$ cat src/rtl/lfsrsig_pkg.sv
// Shared constants and types for the LFSR window signature checker.
package lfsrsig_pkg;

  localparam int BATCH_WORDS_DEF = 8;

  localparam int WORD_W  = 64;
  localparam int CFG_W   = 16;
  localparam int STEP_W  = 17;
  localparam int TALLY_W = 3;

  localparam logic [WORD_W-1:0]  LFSR_POLY  = 64'h231d_cee9_1262_b8a3;
  localparam logic [WORD_W-1:0]  LFSR_START = 64'hb882_0c7b_d387_e32c;
  localparam logic [TALLY_W-1:0] TALLY_MAX  = 3'd7;

  localparam logic [15:0]        WINDOW_MAX_RST     = 16'd40000;
  localparam logic [TALLY_W-1:0] MATCHES_NEEDED_RST = 3'd6;

  // configuration register indexes
  localparam logic CFG_WINDOW_MAX     = 1'b0;
  localparam logic CFG_MATCHES_NEEDED = 1'b1;

  typedef enum logic [1:0] {
    TAG_DROP,
    TAG_STORE,
    TAG_LAST
  } word_tag_t;

  typedef struct packed {
    word_tag_t         tag;
    logic [WORD_W-1:0] word;
  } q_entry_t;

endpackage

$ cat src/rtl/lfsrsig_word_if.sv
// Capture word channel.
interface lfsrsig_word_if;
  logic        valid;
  logic        ready;
  logic [63:0] captured_word;

  modport source (output valid, output captured_word, input ready);
  modport sink   (input valid, input captured_word, output ready);
endinterface

$ cat src/rtl/lfsrsig_result_if.sv
// Search result channel.
interface lfsrsig_result_if;
  logic        valid;
  logic        ready;
  logic        passed;
  logic [2:0]  match_count;
  logic [16:0] steps_taken;

  modport source (output valid, output passed, output match_count, output steps_taken,
                  input ready);
  modport sink   (input valid, input passed, input match_count, input steps_taken,
                  output ready);
endinterface

$ cat src/rtl/lfsrsig_front.sv
// Front end: takes capture words and tags each by its place in the batch.
module lfsrsig_front
  import lfsrsig_pkg::*;
#(
  parameter int BATCH_WORDS = BATCH_WORDS_DEF
) (
  input  logic           clk,
  input  logic           rst,
  lfsrsig_word_if.sink   capture,
  output logic           push_valid,
  input  logic           push_ready,
  output q_entry_t       push_data
);

  localparam int CNT_W = $clog2(BATCH_WORDS);

  logic [CNT_W-1:0] load_counter;
  logic             at_last;

  assign at_last = (load_counter == CNT_W'(BATCH_WORDS - 1));

  assign capture.ready = push_ready;
  assign push_valid    = capture.valid;

  always_comb begin
    push_data.word = capture.captured_word;
    if (load_counter == '0) begin
      push_data.tag = TAG_DROP;
    end else if (at_last) begin
      push_data.tag = TAG_LAST;
    end else begin
      push_data.tag = TAG_STORE;
    end
  end

  always_ff @(posedge clk) begin
    if (rst) begin
      load_counter <= '0;
    end else if (capture.valid && push_ready) begin
      load_counter <= at_last ? '0 : load_counter + CNT_W'(1);
    end
  end

endmodule

$ cat src/rtl/lfsrsig_fifo.sv
// Two-entry queue between front end and search engine.
module lfsrsig_fifo
  import lfsrsig_pkg::*;
(
  input  logic     clk,
  input  logic     rst,
  input  logic     push_valid,
  output logic     push_ready,
  input  q_entry_t push_data,
  output logic     pop_valid,
  input  logic     pop_ready,
  output q_entry_t pop_data
);

  q_entry_t   entries [2];
  logic       wr_ptr;
  logic       rd_ptr;
  logic [1:0] count;
  logic       do_push;
  logic       do_pop;

  assign push_ready = (count != 2'd2);
  assign pop_valid  = (count != 2'd0);
  assign pop_data   = entries[rd_ptr];
  assign do_push    = push_valid && push_ready;
  assign do_pop     = pop_valid && pop_ready;

  always_ff @(posedge clk) begin
    if (do_push) begin
      entries[wr_ptr] <= push_data;
    end
  end

  always_ff @(posedge clk) begin
    if (rst) begin
      wr_ptr <= 1'b0;
      rd_ptr <= 1'b0;
      count  <= 2'd0;
    end else begin
      if (do_push) begin
        wr_ptr <= ~wr_ptr;
      end
      if (do_pop) begin
        rd_ptr <= ~rd_ptr;
      end
      unique case ({do_push, do_pop})
        2'b10:   count <= count + 2'd1;
        2'b01:   count <= count - 2'd1;
        default: count <= count;
      endcase
    end
  end

endmodule

$ cat src/rtl/lfsrsig_back.sv
// Search engine: word store, LFSR walk, match tally and result register.
module lfsrsig_back
  import lfsrsig_pkg::*;
#(
  parameter int BATCH_WORDS = BATCH_WORDS_DEF
) (
  input  logic                 clk,
  input  logic                 rst,
  input  logic                 pop_valid,
  output logic                 pop_ready,
  input  q_entry_t             pop_data,
  input  logic [CFG_W-1:0]     window_max,
  input  logic [TALLY_W-1:0]   matches_needed,
  lfsrsig_result_if.source     result
);

  localparam int DEPTH = BATCH_WORDS - 1;
  localparam int PTR_W = $clog2(DEPTH);
  localparam int CNT_W = $clog2(DEPTH + 1);
  localparam int SUM_W = (CNT_W > TALLY_W) ? CNT_W + 1 : TALLY_W + 1;

  typedef enum logic {
    B_IDLE,
    B_SEARCH
  } state_t;

  state_t              state;
  logic [WORD_W-1:0]   word_store [DEPTH];
  logic [PTR_W-1:0]    wptr;
  logic [WORD_W-1:0]   lfsr_value;
  logic [TALLY_W-1:0]  match_tally;
  logic [STEP_W-1:0]   step_counter;

  logic                res_valid;
  logic                res_passed;
  logic [TALLY_W-1:0]  res_count;
  logic [STEP_W-1:0]   res_steps;

  logic [CNT_W-1:0]    step_hits;
  logic [SUM_W-1:0]    tally_sum;
  logic [TALLY_W-1:0]  tally_new;
  logic [WORD_W-1:0]   lfsr_next;
  logic                hit;
  logic                at_end;
  logic                finish;
  logic                slot_free;
  logic                res_load;
  logic                take;

  assign pop_ready = (state == B_IDLE);
  assign take      = pop_valid && (state == B_IDLE);

  // matches of the current LFSR value against all stored words
  always_comb begin
    step_hits = '0;
    for (int k = 0; k < DEPTH; k++) begin
      step_hits = step_hits + CNT_W'(word_store[k] == lfsr_value);
    end
  end

  assign tally_sum = SUM_W'(match_tally) + SUM_W'(step_hits);
  assign tally_new = (tally_sum > SUM_W'(TALLY_MAX)) ? TALLY_MAX : tally_sum[TALLY_W-1:0];
  assign hit       = (tally_new >= matches_needed);
  assign at_end    = (step_counter == {1'b0, window_max});
  assign finish    = hit || at_end;
  assign slot_free = !res_valid || result.ready;
  assign res_load  = (state == B_SEARCH) && finish && slot_free;

  assign lfsr_next = lfsr_value[WORD_W-1]
                   ? ({lfsr_value[WORD_W-2:0], 1'b0} ^ LFSR_POLY)
                   : {lfsr_value[WORD_W-2:0], 1'b0};

  always_ff @(posedge clk) begin
    if (take && (pop_data.tag != TAG_DROP)) begin
      word_store[wptr] <= pop_data.word;
    end
    if (take && (pop_data.tag == TAG_LAST)) begin
      lfsr_value   <= LFSR_START;
      match_tally  <= '0;
      step_counter <= '0;
    end else if ((state == B_SEARCH) && !finish) begin
      lfsr_value   <= lfsr_next;
      match_tally  <= tally_new;
      step_counter <= step_counter + STEP_W'(1);
    end
  end

  always_ff @(posedge clk) begin
    if (rst) begin
      state     <= B_IDLE;
      res_valid <= 1'b0;
      wptr      <= '0;
    end else begin
      if (res_load) begin
        res_valid <= 1'b1;
      end else if (res_valid && result.ready) begin
        res_valid <= 1'b0;
      end
      unique case (state)
        B_IDLE: begin
          if (pop_valid) begin
            unique case (pop_data.tag)
              TAG_STORE: wptr <= wptr + PTR_W'(1);
              TAG_LAST: begin
                wptr  <= '0;
                state <= B_SEARCH;
              end
              default: ;
            endcase
          end
        end
        B_SEARCH: begin
          // final step waits until the result register can take the word
          if (finish && slot_free) begin
            res_passed <= hit;
            res_count  <= tally_new;
            res_steps  <= hit ? step_counter : step_counter + STEP_W'(1);
            state      <= B_IDLE;
          end
        end
        default: state <= B_IDLE;
      endcase
    end
  end

  assign result.valid       = res_valid;
  assign result.passed      = res_passed;
  assign result.match_count = res_count;
  assign result.steps_taken = res_steps;

`ifndef SYNTH
  a_step_in_window: assert property (@(posedge clk) disable iff (rst)
    (state == B_SEARCH) |-> (step_counter <= {1'b0, window_max}))
    else $error("search step beyond window");

  a_search_start: assert property (@(posedge clk) disable iff (rst)
    (take && (pop_data.tag == TAG_LAST)) |=> ((state == B_SEARCH) && (step_counter == '0)))
    else $error("search did not start at step zero");

  a_pass_tally: assert property (@(posedge clk) disable iff (rst)
    (res_valid && res_passed) |-> (res_count >= matches_needed))
    else $error("pass reported below needed tally");

  a_fail_steps: assert property (@(posedge clk) disable iff (rst)
    (res_valid && !res_passed) |-> (res_steps == ({1'b0, window_max} + STEP_W'(1))))
    else $error("failed search did not cover whole window");
`endif

endmodule

$ cat src/rtl/lfsr_window_signature_check.sv
// LFSR window signature checker: captures a batch of words and searches an LFSR walk for them.
//
// Words arrive on the capture channel (valid/ready). The first word of each batch of
// BATCH_WORDS is dropped, the rest are kept. After the last word of a batch the engine
// walks the LFSR from its fixed start value, one step per cycle, counting stored words
// equal to the current value, and stops when the count reaches matches_needed or after
// step window_max. One result word (passed, match_count, steps_taken) then appears on
// the result channel.
// Words are taken one per cycle while the engine is idle; a two-word queue sits in front
// of it. A search examines steps 0..s, where s is steps_taken on a pass and window_max on
// a fail; the engine takes no words while it searches, so the capture channel stalls once
// the queue is full. Result valid is registered and rises after the final search step.
// A stalled result holds in its output register; the search keeps running and waits
// only at its final step until that register is free.
// Configuration (window_max, matches_needed) is written through cfg_we/cfg_index/cfg_data.
// The user must write it only while no batch is in flight; the block does not enforce this.
// Reset clears the batch position, the queue and the result register and restores
// window_max = 40000 and matches_needed = 6.
module lfsr_window_signature_check
  import lfsrsig_pkg::*;
#(
  parameter int BATCH_WORDS = BATCH_WORDS_DEF
) (
  input  logic              clk,
  input  logic              rst,
  lfsrsig_word_if.sink      capture,
  lfsrsig_result_if.source  result,
  input  logic              cfg_we,
  input  logic              cfg_index,
  input  logic [CFG_W-1:0]  cfg_data
);

  logic [CFG_W-1:0]   window_max;
  logic [TALLY_W-1:0] matches_needed;

  logic     push_valid;
  logic     push_ready;
  q_entry_t push_data;
  logic     pop_valid;
  logic     pop_ready;
  q_entry_t pop_data;

  always_ff @(posedge clk) begin
    if (rst) begin
      window_max     <= WINDOW_MAX_RST;
      matches_needed <= MATCHES_NEEDED_RST;
    end else if (cfg_we) begin
      unique case (cfg_index)
        CFG_WINDOW_MAX:     window_max     <= cfg_data;
        CFG_MATCHES_NEEDED: matches_needed <= cfg_data[TALLY_W-1:0];
        default: ;
      endcase
    end
  end

  lfsrsig_front #(
    .BATCH_WORDS (BATCH_WORDS)
  ) u_front (
    .clk        (clk),
    .rst        (rst),
    .capture    (capture),
    .push_valid (push_valid),
    .push_ready (push_ready),
    .push_data  (push_data)
  );

  lfsrsig_fifo u_fifo (
    .clk        (clk),
    .rst        (rst),
    .push_valid (push_valid),
    .push_ready (push_ready),
    .push_data  (push_data),
    .pop_valid  (pop_valid),
    .pop_ready  (pop_ready),
    .pop_data   (pop_data)
  );

  lfsrsig_back #(
    .BATCH_WORDS (BATCH_WORDS)
  ) u_back (
    .clk            (clk),
    .rst            (rst),
    .pop_valid      (pop_valid),
    .pop_ready      (pop_ready),
    .pop_data       (pop_data),
    .window_max     (window_max),
    .matches_needed (matches_needed),
    .result         (result)
  );

endmodule
$ cat src/flat_wrapper.sv
// flat-port wrapper written by rule: the top's interface ports become plain ports
module lfsr_window_signature_check_flat import lfsrsig_pkg::*;
#(
  parameter int BATCH_WORDS = BATCH_WORDS_DEF
)
  (clk, rst, cfg_we, cfg_index, cfg_data, capture_valid, capture_captured_word, capture_ready, result_valid, result_passed, result_match_count, result_steps_taken, result_ready);
  lfsrsig_word_if capture_i ();
  lfsrsig_result_if result_i ();
  input  logic clk;
  input  logic rst;
  input  logic cfg_we;
  input  logic cfg_index;
  input  logic [CFG_W-1:0] cfg_data;
  input wire logic [$bits(capture_i.valid)-1:0] capture_valid;
  input wire logic [$bits(capture_i.captured_word)-1:0] capture_captured_word;
  output wire logic [$bits(capture_i.ready)-1:0] capture_ready;
  output wire logic [$bits(result_i.valid)-1:0] result_valid;
  output wire logic [$bits(result_i.passed)-1:0] result_passed;
  output wire logic [$bits(result_i.match_count)-1:0] result_match_count;
  output wire logic [$bits(result_i.steps_taken)-1:0] result_steps_taken;
  input wire logic [$bits(result_i.ready)-1:0] result_ready;
  assign capture_i.valid = capture_valid;
  assign capture_i.captured_word = capture_captured_word;
  assign capture_ready = capture_i.ready;
  assign result_valid = result_i.valid;
  assign result_passed = result_i.passed;
  assign result_match_count = result_i.match_count;
  assign result_steps_taken = result_i.steps_taken;
  assign result_i.ready = result_ready;
  lfsr_window_signature_check #(.BATCH_WORDS(BATCH_WORDS)) u_core (.clk(clk), .rst(rst), .capture(capture_i), .result(result_i), .cfg_we(cfg_we), .cfg_index(cfg_index), .cfg_data(cfg_data));
endmodule
$ cat config.mk
export PLATFORM = sky130hd
export DESIGN_NAME = lfsr_window_signature_check_flat
export DESIGN_NICKNAME = d
export VERILOG_FILES = /design/src/rtl/lfsrsig_pkg.sv /design/src/rtl/lfsrsig_word_if.sv /design/src/rtl/lfsrsig_result_if.sv /design/src/rtl/lfsrsig_front.sv /design/src/rtl/lfsrsig_fifo.sv /design/src/rtl/lfsrsig_back.sv /design/src/rtl/lfsr_window_signature_check.sv /design/src/flat_wrapper.sv
export SDC_FILE = /design/constraint.sdc
export NUM_CORES = 1
export LEC_CHECK = 0
export BUFFER_PORTS_ARGS = -buffer_cell sky130_fd_sc_hd__buf_2
export CAP_MARGIN = 20
export CORE_ASPECT_RATIO = 0.7
export CORE_MARGIN = 4
export CORE_UTILIZATION = 48
export CTS_BUF_LIST = sky130_fd_sc_hd__clkbuf_8 sky130_fd_sc_hd__clkbuf_16
export DETAILED_ROUTE_END_ITERATION = 7
export GPL_ROUTABILITY_DRIVEN = 1
export RECOVER_POWER = 50
export REMOVE_ABC_BUFFERS = 1
export SLEW_MARGIN = 20
export SYNTH_ARGS = -nofsm -noshare
export SYNTH_HDL_FRONTEND = slang
export SYNTH_SLANG_ARGS = --single-unit
$ cat constraint.sdc
create_clock -name clk -period 8.7 [get_ports clk]
set_input_delay 0.435 -clock clk [delete_from_list [all_inputs] [get_ports clk]]
set_output_delay 0.435 -clock clk [all_outputs]
set_load 0.02 [all_outputs]
==> reports/metrics.cfg, run 1 <==
[setup_path]
r2r-end=u_core.u_back.step_counter[7]$_SDFFE_PP0P_
rrSetupSlack_ps=1410
end_kind=flop
path_max_fanout=9
required_ps=9240
worstPathArrival_ps=7820
start_kind=flop
critPathKind=reg2reg
rr_worst_depth=22
crit-reg2reg-launch=u_core.u_back.lfsr_value[44]$_SDFFE_PP0P_

[floorplanning]
die_w_microns=304
io_pins=109
coreArea_sq_mm=0.0603
die_h_microns=215
start_util=0.488
rows=75
dieArea_sq_mm=0.0655

[routing]
final_antenna_net_count=0
drtPass1Iterations=5
vias=17200
route.detailed.drc=0
drt-total-wl_mm=85.4
drt_iter0_markers=2204
avgViaCountPerCell=5.73
routedWlPerCell_microns=28.3

[synth]
syn_inst=1983
synth-seq-area-share=0.691
ys.flop_type=edfxtp_1
syn-cell-area_sq_mm=0.0295
async_flop_share=0
synth-seq-cells=717
synth_edf_count=601
synth.distinct_cells=54
yosysWarningCount=0
avgSynthCellArea_sq_um=14.9

[hold_path]
min_from=cfg_data[11]
min_to=u_core.window_max[11]$_SDFFE_PP1P_
min_path_cells=3
hold_path_class=in2reg

[clocking]
hold_buffers=58
tritoncts=done
cts_made_buffers=71
path_clk_slew_ps=60
htreeDepth=3
cts_root_buf=clkbuf_16
clock_latency_ps=620
cts.path.max_buffers=3
cts_resized=0
cts.sinks=717
post_cts_buffers=0

[placed_design]
gp_congestion=0.915
dpl.hpwl_mm=57.6
detailedPlace.worstSlack_ps=1560
port_buffers=108

[grt]
grt.overflow.total=0
grt_max_degree=67
grt_pass1_wl_mm=122
grt_pass1_vias=16700
antenna_found_initial=3
grtUsageTotal=0.259

[sta]
fin_crit_sh=0.838
fin_ws_ps=1410
max_freq_ghz=0.137
tightestPinTransition_ps=4270
rsz0062_at_grt=no
setup_total_negative_slack_ps=0
post-route-min-period_ps=7290
slew_viol_final=165
hold_violations=0
fin_worst_skew_ps=22.6
slew-limit-headroom=-1.85
setup_viol=0

[power_and_ir_drop]
p_clk_frac=0.289
powerDensity_mw_per_mm2=313
p_sw_frac=0.343
p_leak_nw=11.4
ir_drop_mv=0.195
power_frac_seq=0.472
pwr-share-comb=0.238
switchingPower_mw=3.62
intPower_mw=6.91

[cells_and_area]
nets=2253
drive_above_1_share=0.0939
final_common_cell=edfxtp_1
area_delta_synth_final_pct=14.1
final_cell_mix=601 x edfxtp_1, 328 x xor2_1, 188 x xnor2_1
fillCellCount=4871
antenna_cells=0

[outcome]
violations=max-capacitance violations, max-slew violations
status=finished, violations left

[flow_run]
cap_violations=4

## worst max path at each step
stage	startpoint	end	slack, ps	cells after the start
2_1_floorplan	flop	u_core.u_back.word_store[0][0]$_DFFE_PP_	740	4
3_3_place_gp	u_core.u_back.lfsr_value[44]$_SDFFE_PP0P_	u_core.u_back.step_counter[13]$_SDFFE_PP0P_	1620	22
3_5_place_dp	u_core.u_back.lfsr_value[44]$_SDFFE_PP0P_	u_core.u_back.step_counter[7]$_SDFFE_PP0P_	1560	22
4_1_cts	u_core.u_back.lfsr_value[44]$_SDFFE_PP0P_	u_core.u_back.step_counter[7]$_SDFFE_PP0P_	1540	22
5_1_grt	u_core.u_back.lfsr_value[44]$_SDFFE_PP0P_	u_core.u_back.step_counter[8]$_SDFFE_PP0P_	980	21
6_report	u_core.u_back.lfsr_value[44]$_SDFFE_PP0P_	u_core.u_back.step_counter[7]$_SDFFE_PP0P_	1410	22
## power by group through the flow
stage               clock (mW)  combinational [mW]  sequential, mW
floorplan                    0                1.34            4.91
global placement             0                2.44            5.01
detailed placement           0                2.46            5.03
CTS                       3.10                2.50            4.96
global route              3.24                2.65            5.01
finish                    3.05                2.51            4.97
## layout make-up
| cell class | count | area (sq um) | area share |
|---|---|---|---|
| inverter | 16 | 62.6 | 0.00186 |
| clock inverter | 48 | 310 | 0.00923 |
| multi-input combinational | 1132 | 8530 | 0.254 |
| sequential | 717 | 20400 | 0.606 |
| clock buffer | 83 | 2000 | 0.0594 |
| tap | 808 | 1010 | 0.0301 |
| timing repair buffer | 208 | 1340 | 0.0397 |
## worst max-delay path, stage by stage, from the launching register on
cell and delay [ps]:
dfxtp_1 940, xor2_1 160, nor4_1 1010, nand4_1 200
nor4_1 470, fa_1 490, inv_1 90, fa_1 420
inv_1 90, fa_1 420, ha_1 210, a21o_1 160
a21oi_1 170, xor2_1 230, nor2b_1 240, ha_1 270
nor2b_2 150, o21a_4 200, inv_4 70, nor3_4 350
nand3_1 220, or4_1 510, a21oi_1 140
## per-layer routing
metal | vias up | global-route usage | wire, microns
li1 | 7501 | - | -
met1 | 8699 | 0.408 | 38800
met2 | 919 | 0.354 | 34900
met3 | 123 | 0.0663 | 9660
met4 | 2 | 0.0662 | 2030
met5 | - | 0 | 13
## metrics by stage
stage	instance area, sq um	hold WS, ps	instances	power (mW)	utilization
floorplan	28900	434	1865	6.25	-
global placement	30800	458	2823	7.45	0.511
detailed placement	30800	461	2823	7.49	0.511
CTS	33700	4.33	3012	10.6	0.559
global route	33600	37.9	3012	10.9	0.557
finish	33600	39.8	3012	10.5	0.557
## logic make-up after synthesis
logic type	after synthesis	share of synthesized area
fa+ha+maj	21	0.00993
buf+inv	134	0.0221
simple gates	436	0.0796
flops	717	0.691
compound gates	91	0.0180
xor+xnor	516	0.153
mux	68	0.0258
## Yosys cell counts, types with 5 or more instances
cell / number / area share
dfxtp_1: 116 / 0.079
buf_1: 10 / 0.0013
nand3b_1: 6 / 0.0015
or4_1: 6 / 0.0015
nor4_1: 95 / 0.020
ha_1: 17 / 0.0072
nand4_1: 61 / 0.013
o21ai_0: 22 / 0.0037
nor2_1: 59 / 0.0075
inv_1: 14 / 0.0018
clkbuf_1: 85 / 0.011
clkbuf_8: 5 / 0.0023
mux2_2: 64 / 0.024
a21oi_1: 45 / 0.0076
buf_6: 11 / 0.0042
xnor2_1: 188 / 0.056
nor3b_1: 5 / 0.0013
xor2_1: 328 / 0.097
nor3_1: 37 / 0.0063
nand3_1: 44 / 0.0075
edfxtp_1: 601 / 0.61
nand2_1: 95 / 0.012
## registers in the layout (all words and copies together), names as in the netlist, named ones only
| register | cells |
|---|---|
| u_core.u_back.word_store | 448 |
| u_core.u_fifo.entries | 132 |
| u_core.u_back.lfsr_value | 64 |
| u_core.u_back.result.steps_taken | 17 |
| u_core.u_back.step_counter | 17 |
| u_core.window_max | 16 |
| u_core.matches_needed | 3 |
| u_core.u_back.match_tally | 3 |
| u_core.u_back.result.match_count | 3 |
| u_core.u_back.wptr | 3 |
| u_core.u_front.load_counter | 3 |
| u_core.u_fifo.count | 2 |
| u_core.u_back.result.passed | 1 |
| u_core.u_back.result.valid | 1 |
| u_core.u_back.state | 1 |
| u_core.u_fifo.rd_ptr | 1 |
| u_core.u_fifo.wr_ptr | 1 |
Power figures use the tool's default switching activity.
==> inputs of run 2 (changes only) <==
==> constraint.sdc (replaced) <==
create_clock -name clk -period 7.6 [get_ports clk]
set_input_delay 0.38 -clock clk [delete_from_list [all_inputs] [get_ports clk]]
set_output_delay 0.38 -clock clk [all_outputs]
set_load 0.02 [all_outputs]
==> run 2 against run 1 <==
  * Global-route usage grew 0.34 points
  * The run still ends with max-capacitance violations, max-slew violations left
  * Routed wire length grew 1.2%
  * Power grew 14%
  * Largest power group unchanged
  * Via count shrank 0.60%
  * Non-clock buffer count grew 50
  * Highest routed layer unchanged
  * Clock power grew 7.9%
==> reports/metrics.cfg, run 2 (synthesized netlist as in run 1, its figures left out) <==
[power_and_ir_drop]
pwr-share-comb=0.264
p_leak_nw=11.6
p_sw_frac=0.342
powerDensity_mw_per_mm2=353
intPower_mw=7.88
switchingPower_mw=4.10
power_frac_seq=0.461
p_clk_frac=0.275
ir_drop_mv=0.168

[routing]
drt_iter0_markers=2023
final_antenna_net_count=0
drtPass1Iterations=7
routedWlPerCell_microns=28.3
vias=17100
route.detailed.drc=0
avgViaCountPerCell=5.61
drt-total-wl_mm=86.4

[cells_and_area]
antenna_cells=0
area_delta_synth_final_pct=15.1
final_common_cell=edfxtp_1
drive_above_1_share=0.102
largestRegisters=u_core.u_back.word_store: 448 flops, u_core.u_fifo.entries: 132 flops, u_core.u_back.lfsr_value: 64 flops
final_util=0.562
largest_reg_flops=448
final_area_sq_mm=0.0339
final_cell_mix=601 x edfxtp_1, 328 x xor2_1, 188 x xnor2_1
regMostFlops=u_core.u_back.word_store
nets=2301

[grt]
grt_pass1_wl_mm=122
grt_max_degree=67
grtUsageTotal=0.262
grt.overflow.total=0
antenna_found_initial=6
grt_pass1_vias=16800

[outcome]
violations=max-capacitance violations, max-slew violations
status=finished, violations left

[floorplanning]
rows=75
coreArea_sq_mm=0.0603
dieArea_sq_mm=0.0655
die_h_microns=215
start_util=0.488
die_w_microns=304
io_pins=109

[setup_path]
critPathKind=reg2reg
worstPathArrival_ps=7510
crit-reg2reg-launch=u_core.u_back.lfsr_value[4]$_SDFFE_PP0P_
end_kind=flop
start_kind=flop
crit_start=u_core.u_back.lfsr_value[4]$_SDFFE_PP0P_
rr_worst_depth=22
required_ps=8130
path_max_fanout=9

[sta]
setup_viol=0
hold_violations=0
fin_crit_sh=0.918
slew_viol_final=164
max_freq_ghz=0.143
slew-limit-headroom=-1.89
rsz0062_at_grt=no
fin_worst_skew_ps=19.4
post-route-min-period_ps=6980
tightestPinTransition_ps=4340

[clocking]
post_cts_buffers=0
cts_resized=0
clock_latency_ps=610
path_clk_slew_ps=60
htreeDepth=3
cts_made_buffers=69
tritoncts=done
cts.path.max_buffers=3
cts.sinks=717
cts_root_buf=clkbuf_16

[placed_design]
dpl.hpwl_mm=58.8
port_buffers=108
placed_area_sq_mm=0.0311
gp_congestion=0.964

[hold_path]
min_path_cells=3
min_from=cfg_data[7]
hold_path_class=in2reg

[flow_run]
cap_violations=4

[run 2: metal layers]
metal | part of all wire | vias up | GRT usage
li1 | - | 7586 | -
met1 | 0.44 | 8620 | 0.389
met2 | 0.41 | 821 | 0.364
met3 | 0.12 | 111 | 0.100
met4 | 0.020 | 2 | 0.0572
met5 | 0.0019 | - | 0.0182
[run 2: final timing paths]
| path | endpoint | slack, ps |
|---|---|---|
| setup / recovery | u_core.u_back.step_counter[7]$_SDFFE_PP0P_ | 620 |
| hold / removal | u_core.window_max[7]$_SDFFE_PP0P_ | 20 |
| setup reg to reg | u_core.u_back.step_counter[7]$_SDFFE_PP0P_ | 620 |
| hold reg to reg | u_core.u_back.match_tally[1]$_SDFFE_PP0P_ | 470 |
[run 2: final cells by class]
type | instances | area (sq um)
fill | 4830 | 26400
sequential | 717 | 20400
multi-input combinational | 1132 | 8530
clock buffer | 80 | 1920
timing repair buffer | 258 | 1820
tap | 808 | 1010
clock inverter | 43 | 219
inverter | 16 | 62.6
[run 2: power by group through the flow]
stage          logic, mW  registers (mW)  clock network, mW
4_1_cts             3.15            5.51               3.34
3_3_place_gp        3.08            5.57                  0
2_1_floorplan       1.53            5.62                  0
5_1_grt             3.35            5.57               3.52
6_report            3.16            5.53               3.29
3_5_place_dp        3.10            5.59                  0
[run 2: per-stage QoR]
step / total power [mW] / TNS, ps / hold slack [ps] / instances / setup WS [ps]
after CTS: 12.0 / 0 / 1.82 / 3052 / 547
final: 12.0 / 0 / 24.2 / 3054 / 620
after global placement: 8.65 / 0 / 455 / 2854 / 628
after detailed placement: 8.69 / 0 / 455 / 2854 / 556
after global routing: 12.4 / 0 / 17.0 / 3054 / 147
after floorplan: 7.15 / -46340 / 434 / 1865 / -360
[run 2: worst max-delay path: stages (launching register included)]
cell and delay (ps):
dfxtp_1 700, xor2_1 140, nor4_1 930, nand4_1 210, nor4_1 480, fa_1 490, inv_1 90, fa_1 420
inv_1 110, fa_1 430, ha_1 210, a21o_1 150, a21oi_1 190, xor2_1 220, nor2b_1 240, ha_1 280
nor2b_2 160, o21a_4 200, inv_4 50, nor3_4 340, nand3_1 190, or4_1 500, a21oi_1 160
[run 2: repair_timing]
action                                  4_1_cts  5_1_grt
hold buffers                                 75        0
endpoints found under the setup margin        0        0
endpoints found under the hold margin       139        0
==> inputs of run 3 (changes only) <==
--- a/config.mk
+++ b/config.mk
@@ -8,7 +8,7 @@
 export BUFFER_PORTS_ARGS = -buffer_cell sky130_fd_sc_hd__buf_2
 export CAP_MARGIN = 20
 export CORE_ASPECT_RATIO = 0.7
-export CORE_MARGIN = 4
+export CORE_MARGIN = 3
 export CORE_UTILIZATION = 48
 export CTS_BUF_LIST = sky130_fd_sc_hd__clkbuf_8 sky130_fd_sc_hd__clkbuf_16
 export DETAILED_ROUTE_END_ITERATION = 7
@@ -18,4 +18,5 @@
 export SLEW_MARGIN = 20
 export SYNTH_ARGS = -nofsm -noshare
 export SYNTH_HDL_FRONTEND = slang
+export SYNTH_HIERARCHICAL = 1
 export SYNTH_SLANG_ARGS = --single-unit
==> run 3 against run 2 <==
  * The run still ends with max-capacitance violations, max-slew violations left
  * Combinational power is essentially flat
  * Routed wire length rose by 1.2%
  * Utilization shrank 1.3 points
  * Global-route usage grew 0.36 points
  * Via count rose by 1.8%
  * Clock skew is 1.7 ps lower
  * Maximum frequency is 3.8% lower
  * Clock-buffer cell count down 2
  * Critical path type unchanged
  * Critical endpoint is now u_core/u_back/step_counter[11]$_SDFFE_PP0P_
  * Largest cell class unchanged
  * Largest power group unchanged
==> reports/metrics.cfg, run 3 <==
[outcome]
status=finished, violations left
violations=max-capacitance violations, max-slew violations

[routing]
final_antenna_net_count=0
drt_iter0_markers=2277
avgViaCountPerCell=5.72
route.detailed.drc=0
drtPass1Iterations=5
drt-total-wl_mm=87.4
routedWlPerCell_microns=28.6
vias=17500

[cells_and_area]
final_common_cell=edfxtp_1
final_util=0.550
multi_input_area_sq_mm=0.00859
area_delta_synth_final_pct=12.9
nets=2282
largestRegisters=u_core/u_back/word_store: 448 flops, u_core/u_fifo/entries: 132 flops, u_core/u_back/lfsr_value: 64 flops
fillCellCount=5090
regMostFlops=u_core/u_back/word_store
largest_reg_flops=448
drive_above_1_share=0.101
final_cell_mix=601 x edfxtp_1, 291 x xnor2_1, 225 x xor2_1
antenna_cells=0
seqCellArea_sq_mm=0.0204

[placed_design]
dpl.hpwl_mm=59.8
port_buffers=108
gp_congestion=0.934

[synth]
synth.distinct_cells=54
syn_inst=2050
avgSynthCellArea_sq_um=14.7
ys.flop_type=edfxtp_1
yosysMostFrequentCell=edfxtp_1
yosys.area_share.simple=0.0700
synth.top_cells.by_area=edfxtp_1 60%, xnor2_1 8.5%, dfxtp_1 7.7%
synth_edf_count=601
yosysWarningCount=6
synth_fa_ha_area_frac=0.00973
synth_top_family_by_area=XOR/XNOR gates
synthXorXnorAreaFrac=0.150
synth-seq-cells=717
synth-compound-area-share=0.0257
synth.top_cell.area_share=0.600
syn-cell-area_sq_mm=0.0301
async_flop_share=0
synthMuxAreaShare=0.0284
synthTopCellsByCount=601 x edfxtp_1, 291 x xnor2_1, 225 x xor2_1
synth-seq-area-share=0.677
yosysTopAreaCell=edfxtp_1

[setup_path]
worstPathArrival_ps=7740
start_kind=flop
required_ps=8080
path_max_fanout=9
critPathKind=reg2reg
rrSetupSlack_ps=350
end_kind=flop

[clocking]
tritoncts=done
clock_latency_ps=620
cts_made_buffers=71
cts.path.max_buffers=3
cts_resized=0
htreeDepth=3
cts.sinks=717
path_clk_slew_ps=60
cts_root_buf=clkbuf_16

[flow_run]
cap_violations=3

[sta]
fin_worst_skew_ps=17.6
post-route-min-period_ps=7250
slew_viol_final=184
hold_violations=0
slew-limit-headroom=-1.94
tightestPinTransition_ps=4410
setup_viol=0
max_freq_ghz=0.138
rsz0062_at_grt=no
fin_crit_sh=0.955

[power_and_ir_drop]
power_frac_seq=0.458
pwr-share-comb=0.258
p_sw_frac=0.344
ir_drop_mv=0.168
p_clk_frac=0.283
switchingPower_mw=4.19
intPower_mw=8.00
p_leak_nw=11.5
finalPower_mw=12.2
powerDensity_mw_per_mm2=359

[grt]
grt_max_degree=67
grt_pass1_wl_mm=124
antenna_found_initial=2
grt_pass1_vias=16500
grtUsageTotal=0.266
grt.overflow.total=0

[floorplanning]
rows=76
die_h_microns=215
dieArea_sq_mm=0.0658
die_w_microns=305
start_util=0.487
io_pins=109
coreArea_sq_mm=0.0618

[hold_path]
hold_path_class=in2reg

[run 3: changes by cell type after synthesis, sizes merged, moves of 11 or more]
cell,previous run,this run
clkbuf,91,72
nand2,95,21
nand2b,3,21
nor2,59,89
xnor2,188,291
xor2,328,225
o21ai,24,55
nor4,97,71
inv,16,34
nand4bb,0,11
buf,27,108
nor3,38,8
nand4,62,85
[run 3: worst max-delay path, stage by stage, from the launching register on]
cell	delay, ps
dfxtp_1	650
xor2_1	150
nor4_1	820
nand4_1	360
nor4_1	490
fa_1	500
inv_1	90
fa_1	470
fa_1	510
inv_1	50
ha_1	210
fa_1	440
xnor2_1	160
nand2b_1	120
ha_1	320
a21oi_1	220
o21a_1	290
inv_2	120
nor3_4	420
nand4_1	220
o311ai_0	350
o41ai_1	130
[run 3: repair_timing]
| action | CTS | global route |
|---|---|---|
| hold endpoints to repair | 128 | 0 |
| endpoints found under the setup margin | 0 | 0 |
| buffers inserted | 0 | 0 |
| hold buffers | 64 | 0 |
[run 3: cells by family after synthesis]
kind of cell / count (synthesis)
XOR/XNOR: 516
buffers and inverters: 214
adder cells (fa/ha/maj): 21
multiplexers: 77
AND/OR/NAND/NOR: 376
AO/OA/AOI/OAI: 129
flip-flops: 717
[run 3: path summary, 6_finish.rpt]
| check | depth (start not counted) | endpoint | start |
|---|---|---|---|
| setup reg to reg | 21 | u_core/u_back/step_counter[11]$_SDFFE_PP0P_ | u_core/u_back/lfsr_value[29]$_SDFFE_PP0P_ |
| hold reg to reg | 1 | u_core/matches_needed[1]$_SDFFE_PP1P_ | u_core/matches_needed[1]$_SDFFE_PP1P_ |
| hold / removal | 3 | u_core/window_max[14]$_SDFFE_PP0P_ | cfg_data[14] |
| setup / recovery | 21 | u_core/u_back/step_counter[11]$_SDFFE_PP0P_ | u_core/u_back/lfsr_value[29]$_SDFFE_PP0P_ |
[run 3: layout make-up]
cell class | count | area share
multi-input cells | 1119 | 0.253
clock buffers | 78 | 0.0565
flip-flops and latches | 717 | 0.600
inverters | 34 | 0.00379
repair buffers | 232 | 0.0464
clock inverters | 54 | 0.0105
well taps | 819 | 0.0302
[run 3: stage by stage]
stage | std cells | worst slack (ps) | instance area [sq um] | TNS [ps] | hold WS [ps]
3_3_place_gp | 2856 | 591 | 31200 | 0 | 454
3_5_place_dp | 2857 | 597 | 31200 | 0 | 465
6_report | 3053 | 346 | 34000 | 0 | 30.9
2_1_floorplan | 1870 | -240 | 29000 | -15350 | 435
5_1_grt | 3053 | 47.6 | 34000 | 0 | 33.8
4_1_cts | 3053 | 559 | 34100 | 0 | 7.27
[run 3: power by group through the flow]
stage	registers, mW	logic (mW)	clock network, mW
final	5.59	3.15	3.46
after global routing	5.65	3.31	3.68
after CTS	5.58	3.12	3.53
after detailed placement	5.66	3.07	0
after global placement	5.64	3.08	0
after floorplan	5.61	1.58	0
[run 3: routing by layer]
metal / up-vias / wire length [microns] / GRT usage / share of wire
met4: 0 / 1480 / 0.0543 / 0.017
li1: 7563 / - / - / -
met5: - / 0 / 0 / 0
met3: 92 / 10200 / 0.0808 / 0.12
met1: 8939 / 40200 / 0.418 / 0.46
met2: 857 / 35500 / 0.360 / 0.41
